==> src/design/abt_ram.sv <==
// ----------------------------------------------------------------------------
// abt_ram
// Simple dual-port RAM: one write port, one read port, registered read data.
// ----------------------------------------------------------------------------
module abt_ram #(
	parameter int WIDTH = 8,
	parameter int DEPTH = 256
) (
	input  logic                     clk,
	input  logic                     we,
	input  logic [$clog2(DEPTH)-1:0] waddr,
	input  logic [WIDTH-1:0]         wdata,
	input  logic [$clog2(DEPTH)-1:0] raddr,
	output logic [WIDTH-1:0]         rdata
);

	logic [WIDTH-1:0] mem [DEPTH];

	always_ff @(posedge clk) begin
		if (we) begin
			mem[waddr] <= wdata;
		end
		rdata <= mem[raddr];
	end

endmodule

==> config.mk <==
export PLATFORM = sky130hd
export DESIGN_NAME = abt_ram
export DESIGN_NICKNAME = d
export VERILOG_FILES = /design/src/design/abt_ram.sv
export SDC_FILE = /design/constraint.sdc
export NUM_CORES = 2
export LEC_CHECK = 0
export BUFFER_PORTS_ARGS = -buffer_cell sky130_fd_sc_hd__buf_4
export CORE_MARGIN = 8
export CORE_UTILIZATION = 30
export DETAILED_ROUTE_END_ITERATION = 12
export PLACE_DENSITY = 0.43
export SLEW_MARGIN = 0
export SYNTH_ARGS = -nofsm -noshare
export SYNTH_HDL_FRONTEND = slang
export SYNTH_SLANG_ARGS = --single-unit
export TNS_END_PERCENT = 100
==> constraint.sdc <==
create_clock -name clk -period 3.25 [get_ports clk]
set_input_delay 0.65 -clock clk [delete_from_list [all_inputs] [get_ports clk]]
set_output_delay 0.65 -clock clk [all_outputs]
set_load 0.01 [all_outputs]
==> flow_metrics.env <==
export IMPL_clkTransAtPathRegs_ns=0.06
export IMPL_floorplan_rows=189
export IMPL_post_cts_setup_buffers=0
export IMPL_power_mw=58.1
export IMPL_grt_antenna_before_repair=15
export IMPL_ctsHtreeMaxLevel=4
export IMPL_transition_time_of_the_tightest_slew_check_pin_ns=1.38
export IMPL_drt_pass1_iter_count=5
export IMPL_die_width_um=531
export IMPL_power_per_cell_area_nw_per_um2=606
export IMPL_design_final_nets=4390
export IMPL_initial_utilization_pct=30.1
export IMPL_grt_max_degree=95
export IMPL_cts_max_path_buffers=3
export IMPL_place_detailed_hpwl_um=150000
export IMPL_layout_cells_most_common="sky130_fd_sc_hd__edfxtp_1"
export IMPL_route_detailed_vias_per_inst=4.94
export IMPL_synth_cell_type_count=55
export IMPL_drt_iter0_drc=3653
export IMPL_min_delay_path_class="input pin to register"
export IMPL_dominantRegCellSynth="sky130_fd_sc_hd__edfxtp_1"
export IMPL_fin_worst_hold_slack_ns=0.268
export IMPL_layout_area_overhead_vs_synth_pct=20.6
export IMPL_finalMaxSlewViolations=0
export IMPL_timing_critical_path_to_type="register"
export IMPL_post_synth_instance_area_um2=79600
export IMPL_numPlacedInstances=7677
export IMPL_async_sr_flop_fraction_pct=0
export IMPL_full_die_area_um2=282000
export IMPL_skew_ns=0.0540
export IMPL_post_synth_cell_area_avg_um2=21.3
export IMPL_global_route_wire_length_before_repair_um=327000
export IMPL_final_core_util_pct=36.3
export IMPL_core_area_um2=264000
export IMPL_power_static_leakage_nw=30.5
export IMPL_top_level_ports=34
export IMPL_place_ws_ns=-0.840
export IMPL_cp_slowest_cell="sky130_fd_sc_hd__nor4_1"
export IMPL_totalWireLength_um=231000
export IMPL_final_period_minus_worst_setup_slack_ns=3.22
export IMPL_most_common_layout_cells="2048 x sky130_fd_sc_hd__edfxtp_1, 558 x sky130_fd_sc_hd__buf_4, 454 x sky130_fd_sc_hd__mux4_2, 279 x sky130_fd_sc_hd__nor2_1, 220 x sky130_fd_sc_hd__clkbuf_16"
export IMPL_area_of_the_multi_input_gates_um2=16600
export IMPL_setup_violations=0
export IMPL_maxClockFrequency_mhz=311
export IMPL_crit_path_cell_trace="buf_8 > buf_12 > buf_12 > buf_4 > mux2i_1 > o221ai_1 > o211ai_1 > a21oi_1 > buf_4 > nor4_1 > nor4_1"
export IMPL_global_route_usage_total_pct=16.1
export IMPL_cts_hold_repair_buffers=0
export IMPL_grt_pass1_vias=41300
export IMPL_timing_worst_setup_path_type="input pin to register"
export IMPL_detailroute_via_count=40000
export IMPL_yosys_warnings=0
export IMPL_hold_violations=0
export IMPL_globalRoute_totalOverflow=0
export IMPL_clkLatencyLatePin_ns=0.84
export IMPL_design_area_um2=95900
export IMPL_post_cts_resized_instances=0
export IMPL_drive_gt1_share_pct=32.2
export IMPL_fillerInstances=24600
export IMPL_setup_tns_final_ns=0
export IMPL_clock_sinks=2056
export IMPL_power_ir_vdd_worst_uv=546
export IMPL_port_buffers=33
export IMPL_post_synth_net_total=3759
export IMPL_worstSetupStartpointType="input pin"
export IMPL_max_slew_margin_rel_pct=7.11
export IMPL_share_of_synthesized_area_occupied_by_flip_flops_and_latches_pct=77.5
export IMPL_ys_ff_latch=2056
export IMPL_dpl_instance_area_um2=88500
export IMPL_drtAntennaViolNets=0
export IMPL_cts_root_buffer_cell="sky130_fd_sc_hd__clkbuf_16"
export IMPL_number_of_flops_mapped_to_enable_cells_by_yosys=2048
export IMPL_cap_viol_max_count=0
export IMPL_timing_critical_path_required_ns=3.89
export IMPL_die_height_um=531
export IMPL_syn_instance_count=3733
export IMPL_fin_crit_sh_pct=99.0
export IMPL_timing_critical_path_arrival_ns=3.86
export IMPL_timing_critical_path_slowest_cell_delay_ns=1.04
export IMPL_seqCellArea_um2=61700
export IMPL_path_max_fanout=28
export IMPL_drc_errors=0
export IMPL_finalNonFillerCells=8095
export IMPL_tritoncts_clock_tree="done"
export IMPL_setup_ws_ns=0.0319
export IMPL_gp_routability_congestion=0.787
export IMPL_outcome="completed"
export IMPL_avgRoutedWirePerCell_um=28.5
export IMPL_tritoncts_num_buffers=218
export IMPL_rsz0062_at_grt="false"
metal layers:
| layer | share of wire [%] | GRT usage [%] |
|---|---|---|
| met1 | 45 | 22.6 |
| met2 | 49 | 26.6 |
| met3 | 4.5 | 2.85 |
| met4 | 2.0 | 3.44 |
| met5 | 0 | 0 |
power by group:
part           switching, mW  internal [mW]
clock network           10.6           15.0
logic                   1.92           1.20
registers             0.0727           29.2
total                   12.6           45.5
critical path, delay by kind of cell:
kind	cells	cell delay (ns)
compound gates	3	0.69
mux	1	0.21
buf+inv	5	0.97
simple gates	2	1.24
sequential cells by signal, summed over array words and instances (netlist names):
register and flops:
mem 2048, rdata 8
Yosys cell counts, types with 6 or more instances:
library cell / instances / area [um^2]
sky130_fd_sc_hd__a21oi_1: 96 / 480
sky130_fd_sc_hd__nor3_1: 22 / 110
sky130_fd_sc_hd__buf_8: 13 / 195
sky130_fd_sc_hd__buf_12: 8 / 160
sky130_fd_sc_hd__o211ai_1: 10 / 75.1
sky130_fd_sc_hd__a211oi_1: 16 / 120
sky130_fd_sc_hd__nor4_1: 24 / 150
sky130_fd_sc_hd__nand3_1: 34 / 170
sky130_fd_sc_hd__mux4_2: 454 / 10200
sky130_fd_sc_hd__mux2i_1: 134 / 1340
sky130_fd_sc_hd__o21ai_0: 10 / 50.1
sky130_fd_sc_hd__buf_2: 31 / 155
sky130_fd_sc_hd__nor2_1: 282 / 1060
sky130_fd_sc_hd__o22ai_1: 28 / 175
sky130_fd_sc_hd__nor2b_1: 31 / 194
sky130_fd_sc_hd__o221ai_1: 46 / 403
sky130_fd_sc_hd__a22o_1: 8 / 70.1
sky130_fd_sc_hd__a22oi_1: 133 / 998
sky130_fd_sc_hd__clkbuf_1: 111 / 417
sky130_fd_sc_hd__nand4_1: 10 / 62.6
sky130_fd_sc_hd__buf_4: 27 / 203
sky130_fd_sc_hd__a221oi_1: 13 / 114
sky130_fd_sc_hd__edfxtp_1: 2048 / 61500
sky130_fd_sc_hd__nand2b_1: 8 / 50.1
sky130_fd_sc_hd__buf_1: 22 / 82.6
sky130_fd_sc_hd__dfxtp_1: 8 / 160
sky130_fd_sc_hd__and2_1: 6 / 37.5
sky130_fd_sc_hd__nand2_1: 33 / 124
sky130_fd_sc_hd__buf_6: 21 / 236
final timing paths:
kind                         start              endpoint  slack [ns]  cells past startpoint
max reg2reg   mem[64][1]$_DFFE_PP_      rdata[1]$_DFF_P_        0.13                      5
min                       wdata[2]  mem[73][2]$_DFFE_PP_        0.27                      1
min reg2reg  mem[118][7]$_DFFE_PP_      rdata[7]$_DFF_P_        1.15                      6
max                       raddr[0]      rdata[1]$_DFF_P_        0.03                     11
area by class of cell:
type / count / area share (%)
inverters: 2 / 0.00783
clock inverters: 159 / 1.82
well taps: 3533 / 4.61
multi-input cells: 1442 / 17.3
flip-flops and latches: 2056 / 64.3
repair buffers: 644 / 6.11
clock buffers: 254 / 5.90
diodes: 5 / 0.0130
logic make-up after synthesis:
family	count (synthesis)	synth area share, %
simple gates	466	2.63
mux	591	14.6
buf+inv	235	1.83
compound gates	385	3.42
flops	2056	77.5
Power figures use the tool's default switching activity.
